$ cat src/rtl/gmf_pkg.sv
package gmf_pkg;

  localparam int MAX_KERNEL_WIDTH  = 8;
  localparam int MAX_KERNEL_HEIGHT = 8;
  localparam int MAX_IMAGE_WIDTH   = 4096;
  localparam int MASK_SIDE         = 8;

  localparam logic [7:0] PIX_MAX = 8'd255;

  localparam int PIX_W     = 8;
  localparam int COL_W     = $clog2(MAX_IMAGE_WIDTH);
  localparam int ROW_W     = 12;
  localparam int IMG_W_W   = COL_W + 1;
  localparam int KDIM_W    = 4;
  localparam int KOFF_W    = 3;
  localparam int LS_ROWS   = MAX_KERNEL_HEIGHT - 1;
  localparam int SLOT_W    = $clog2(LS_ROWS);
  localparam int LS_WORD_W = LS_ROWS * PIX_W;
  localparam int WIN_COL_W = MAX_KERNEL_HEIGHT * PIX_W;
  localparam int NPOS      = MAX_KERNEL_HEIGHT * MAX_KERNEL_WIDTH;
  localparam int MASK_W    = MASK_SIDE * MASK_SIDE;
  localparam int CFG_W     = 64;
  localparam int CFG_IDX_W = 3;

  localparam logic [CFG_IDX_W-1:0] REG_MODE          = 3'd0;
  localparam logic [CFG_IDX_W-1:0] REG_KERNEL_MASK   = 3'd1;
  localparam logic [CFG_IDX_W-1:0] REG_KERNEL_WIDTH  = 3'd2;
  localparam logic [CFG_IDX_W-1:0] REG_KERNEL_HEIGHT = 3'd3;
  localparam logic [CFG_IDX_W-1:0] REG_ANCHOR_COL    = 3'd4;
  localparam logic [CFG_IDX_W-1:0] REG_ANCHOR_ROW    = 3'd5;
  localparam logic [CFG_IDX_W-1:0] REG_IMAGE_WIDTH   = 3'd6;
  localparam logic [CFG_IDX_W-1:0] REG_BORDER_VALUE  = 3'd7;

  typedef struct packed {
    logic [PIX_W-1:0] pixel;
    logic             frame_start;
  } pixel_in_t;

  typedef struct packed {
    logic [PIX_W-1:0] result;
    logic             position_valid;
    logic [11:0]      out_col;
    logic [11:0]      out_row;
  } pixel_out_t;

  typedef struct packed {
    logic [PIX_W-1:0]     pixel;
    logic [LS_WORD_W-1:0] rows;
    logic [COL_W-1:0]     col;
    logic [ROW_W-1:0]     row;
    logic [SLOT_W-1:0]    slot;
  } column_t;

  typedef struct packed {
    logic              mode;
    logic [NPOS-1:0]   pos_mask;
    logic [PIX_W-1:0]  border;
    logic [KOFF_W-1:0] col_off;
    logic [KOFF_W-1:0] row_off;
  } win_cfg_t;

endpackage

$ cat src/rtl/gmf_out_buf.sv
module gmf_out_buf import gmf_pkg::*; (
  input  logic       clk,
  input  logic       rst,
  input  logic       push,
  input  pixel_out_t push_data,
  output logic       can_push,
  output logic       res_valid,
  input  logic       res_ready,
  output pixel_out_t res
);

  logic       skid_valid;
  pixel_out_t skid_data;
  logic       pop;

  assign pop      = res_valid && res_ready;
  assign can_push = !skid_valid;

  always_ff @(posedge clk) begin
    if (rst) begin
      res_valid  <= 1'b0;
      skid_valid <= 1'b0;
    end else if (skid_valid) begin
      if (pop) begin
        skid_valid <= 1'b0;
      end
    end else if (push) begin
      if (res_valid && !pop) begin
        skid_valid <= 1'b1;
      end else begin
        res_valid <= 1'b1;
      end
    end else if (pop) begin
      res_valid <= 1'b0;
    end
  end

  always_ff @(posedge clk) begin
    if (skid_valid) begin
      if (pop) begin
        res <= skid_data;
      end
    end else if (push) begin
      if (res_valid && !pop) begin
        skid_data <= push_data;
      end else begin
        res <= push_data;
      end
    end
  end

`ifndef SYNTHESIS
  a_no_overfill: assert property (@(posedge clk) disable iff (rst)
    push |-> !skid_valid)
    else $error("beat pushed into a full output buffer");

  a_skid_behind_out: assert property (@(posedge clk) disable iff (rst)
    skid_valid |-> res_valid)
    else $error("skid entry held with an empty output register");

  a_skid_kept: assert property (@(posedge clk) disable iff (rst)
    skid_valid && !res_ready |=> skid_valid && $stable(skid_data))
    else $error("skid entry lost while the output stalled");
`endif

endmodule

$ cat config.mk
export PLATFORM = sky130hd
export DESIGN_NAME = gmf_out_buf
export DESIGN_NICKNAME = d
export VERILOG_FILES = /design/src/rtl/gmf_pkg.sv /design/src/rtl/gmf_out_buf.sv
export SDC_FILE = /design/constraint.sdc
export NUM_CORES = 1
export LEC_CHECK = 0
export BUFFER_PORTS_ARGS = -buffer_cell sky130_fd_sc_hd__buf_4
export CORE_UTILIZATION = 55
export DETAILED_ROUTE_END_ITERATION = 7
export GPL_TIMING_DRIVEN = 1
export PLACE_DENSITY = 0.84
export SLEW_MARGIN = 20
export SYNTH_ARGS = -nofsm -noshare
export SYNTH_HDL_FRONTEND = slang
export SYNTH_SLANG_ARGS = --single-unit
$ cat constraint.sdc
create_clock -name clk -period 5.28 [get_ports clk]
set_input_delay 0.528 -clock clk [delete_from_list [all_inputs] [get_ports clk]]
set_output_delay 0.528 -clock clk [all_outputs]
set_load 0.02 [all_outputs]
# After elaboration in Yosys (flattened, before gate mapping)

Index checks and enable logic that the tools add are counted.

Equality and inequality tests: 3
Bitwise logic cells: 1
Reductions and logical operators: 9
Multiplexer cells: 11

Operator list:

| operator                                                                 | count |
|---|---|
| 33-bit two-way mux                                                       | 4 |
| 3-bit AND reduction                                                      | 3 |
| 1-bit two-way mux                                                        | 7 |
| 2-bit inequality test (second input constant)                            | 2 |
| 2-bit nonzero test                                                       | 2 |
| 1-bit logical AND                                                        | 2 |
| 1-bit zero test                                                          | 2 |
| 2-bit by 1-bit inequality test with 1-bit output (second input constant) | 1 |
| 1-bit NOT                                                                | 1 |

Word-level logic and storage cells: 34
Output and inout port bits: 35
Flip-flop bits (word level): 68

# Longest topological paths before layout

Depth in word-level cells: 6
Mapped depth: 4
Depth with buffers taken out: 2

# Worst setup path after synthesis

OpenSTA, ideal clock, no wires.

Path kind: register to register
From: register skid_valid
To: register res[0] (netlist bit), enable pin
Path buffers: 2
Setup slack: 2.514 ns
Data required time: 4.846 ns
Arrival time: 2.331 ns
Stages on the path, launching flop included: 5
Setup time: 0.434 ns
Period minus slack after synthesis: 2.766 ns
Path through: dfxtp_1 buf_6 buf_6 mux2i_1 a21oi_1

Word-level cells in the longest chain between the ends: 2
Elaborated cells on any way between the ends: 4

RTL lines:

| what                                                                                            | RTL line          | text |
|---|---|---|
| start, declared                                                                                 | gmf_out_buf.sv:12 | `logic skid_valid;` |
| start signal, assigned                                                                          | gmf_out_buf.sv:22 | `skid_valid <= 1'b0;` |
| start signal, assigned                                                                          | gmf_out_buf.sv:25 | `skid_valid <= 1'b0;` |
| start signal, assigned                                                                          | gmf_out_buf.sv:29 | `skid_valid <= 1'b1;` |
| 2-bit by 1-bit inequality test with 1-bit output (no source line), or another cell as far along | --                |  |
| 3-bit AND reduction (no source line) (*)                                                        | --                |  |
| end signal, assigned                                                                            | gmf_out_buf.sv:41 | `res <= skid_data;` |
| end signal, assigned                                                                            | gmf_out_buf.sv:47 | `res <= push_data;` |
| end, declared                                                                                   | gmf_out_buf.sv:9  | `output pixel_out_t res` |

Every way passes the cells marked *; elsewhere a longest branch is shown, timed or not.
A chain may end at the register's enable or synchronous reset.

# Final worst setup path

From: register skid_valid
To: register res[15] (netlist bit), enable pin

The elaborated chain is that of the path after synthesis.

==> metrics.yaml <==
cts:
  postCtsHoldBufs: 0
  cts_sinks: 68
  ctsResizeCount: 0
  clock-root-buffer: "clkbuf_8"
  postCtsSetupRepairBufs: 0
  cts_tree: "done"
  path_clk_slew_ns: 0.07
  cts_max_level: 3
  clock_latency_ns: 0.33
  cts_buffers: 9
  clk_path_buf_depth: 2
worst_setup_path:
  r2r_slack_ns: 2.90
  critPathSlowestCell: "dfxtp_2"
  worstPathArrival_ns: 2.33
  critPathRequiredTime_ns: 5.23
  cpPeakStageDelay_ns: 0.91
  path_class: "reg2reg"
  reg2reg_from: "skid_valid"
  crit_chain: "mux2i_1 -> a21oi_4"
  cp_num_buf_inv: 0
  endpoint_kind: "register"
  r2r_cells: 2
  cp_max_fo: 38
  start_kind: "register"
  r2r-end: "res[15]"
  critPathTopFamily: "flip-flops"
route:
  drt-initial-drc-count: 83
  drt_wl_total_um: 4270
  dr.pass1.iters: 6
  ant_nets: 0
  num_vias: 1308
  detail_route.wl_per_cell_um: 17.0
  via_per_inst: 5.21
  drc: 0
hold_path:
  hold_path.class: "in2reg"
  hold_end: "skid_data[18]"
  hold_start: "push_data[18]"
  holdPathStages: 1
global_route:
  grt_pass1_wl_um: 6730
  grt_pass1_vias: 1329
  grt.total_usage_pct: 19.3
  grt_max_degree: 39
  overflow: 0
  antenna_found_initial: 0
run_status:
  status: "completed"
placement:
  gp_congestion: 0.701
  place_ws_ns: 2.85
  port-buffer-count: 71
  hpwlAfterDp_um: 2860
sta:
  holdWs_ns: 0.377
  setup_viol: 0
  setup_tns_ns: 0
  worst_pin_slew_ns: 1.04
  period_share_pct: 45.1
  rsz0062_at_grt: "false"
  relSlewSlack_pct: 30.4
  setup_slack_ns: 2.90
  hold_viol: 0
  slew_violations: 0
  clock_skew_ns: 0.00696
  fmax_mhz: 420
  period_needed_ns: 2.38
logic_synthesis:
  ys_seq_area_share_pct: 80.7
  ys_top_cells_by_count: "66 x edfxtp_1, 32 x mux2_2, 3 x buf_6, 3 x inv_1"
  synth_nets: 153
  synthTopCellsByArea: "edfxtp_1 79%, mux2_2 14%, dfxtp_1 1.6%, buf_6 1.3%, mux2_4 0.60%"
  synth.most_common_cell: "edfxtp_1"
  yosysTopAreaCell: "edfxtp_1"
  synthFlopType: "edfxtp_1"
  synth_cell_types: 14
  yosys_warnings: 0
  synth_edf_count: 66
  ys_ff_latch: 68
  ys_async_sr_fraction_pct: 0
  avgSynthCellArea_sq_um: 21.6
  syn_inst: 116
  synth_top_area_share_pct: 79.1
  netlist_area_sq_um: 2500
floorplanning:
  die_y_um: 69.5
  ios: 72
  fp.coreArea_sq_um: 4350
  fp.dieW_um: 69.5
  start_util_pct: 57.5
  rows: 24
  die-area_sq_um: 4830
pwr:
  leakage_nw: 1.21
  peakVddDrop_mv: 0.166
  p_total_w: 0.00112
  power.density_nw_per_um2: 345
cells_and_area:
  fillers: 263
  regArea_sq_um: 2020
  syn2layout_area_growth_pct: 29.1
  multi_input_area_sq_um: 444
  nets: 232
  diodes: 0
  drive_gt1_share_pct: 59.3
job:
  drv_cap: 0
[layout make-up]
| cell class | instances | area share, % |
|---|---|---|
| clock inverter | 4 | 0.542 |
| inverter | 3 | 0.348 |
| clock buffer | 11 | 4.06 |
| timing repair buffer | 72 | 16.7 |
| tap | 52 | 2.01 |
| sequential | 68 | 62.6 |
| multi-input combinational | 41 | 13.7 |
[cells in the final DEF, fill, tap and decap left out]
cell      netlist  final
mux2_2         32     32
buf_4           0     72
dfxtp_2         0      1
clkbuf_1        0      2
a211oi_1        1      1
edfxtp_1       66     66
nand2b_1        1      1
inv_1           3      3
a21oi_1         2      1
clkinv_1        0      2
mux2_4          1      1
clkbuf_8        0      9
o32ai_1         1      1
mux2i_1         1      1
a21oi_4         0      1
nor2b_1         1      1
and4_1          1      1
dfxtp_1         2      1
clkinv_2        0      2
[sequential cells by signal (all words and copies together) (netlist names)]
name        count
res_valid       1
res            33
skid_valid      1
skid_data      33
[cell families after synthesis]
kind of cell	Yosys count	synth area share, %
AOI/OAI and AO/OA	4	1.05
DFF	68	80.7
muxes	34	15.4
buffers and inverters	7	2.00
and+or+nand+nor	3	0.850
[report_power, final]
part / internal [W] / leakage [nW] / switching [W]
combinational: 0.0000668 / 0.497 / 0.0000658
sequential: 0.000632 / 0.635 / 0.0000167
clock: 0.000163 / 0.0780 / 0.000172
[worst max-delay path by stage]
stage | to | slack, ns | start | cells after the start
finish | res[15] | 2.90 | skid_valid | 2
global route | res[10] | 2.71 | skid_valid | 2
floorplan | res[0] | 2.51 | skid_valid | 4
global placement | res[14] | 2.97 | skid_valid | 2
CTS | res[14] | 2.85 | skid_valid | 2
detailed placement | res[6] | 2.85 | skid_valid | 2
[metal layers]
| metal | vias up | GRT usage, % | share of wire, % |
|---|---|---|---|
| met5 | - | 0 | 0 |
| met4 | 0 | 9.52 | 1.6 |
| met3 | 7 | 6.54 | 6.0 |
| met2 | 47 | 29.9 | 50 |
| met1 | 635 | 24.5 | 42 |
| li1 | 619 | - | - |
[through the flow]
stage | instance area [sq um] | utilization [%] | cells
after floorplan | 2500 | - | 116
after global placement | 3080 | 70.8 | 236
after detailed placement | 3080 | 70.8 | 236
after CTS | 3230 | 74.3 | 251
after global routing | 3230 | 74.3 | 251
final | 3230 | 74.3 | 251
(Power assumes the default switching activity.)
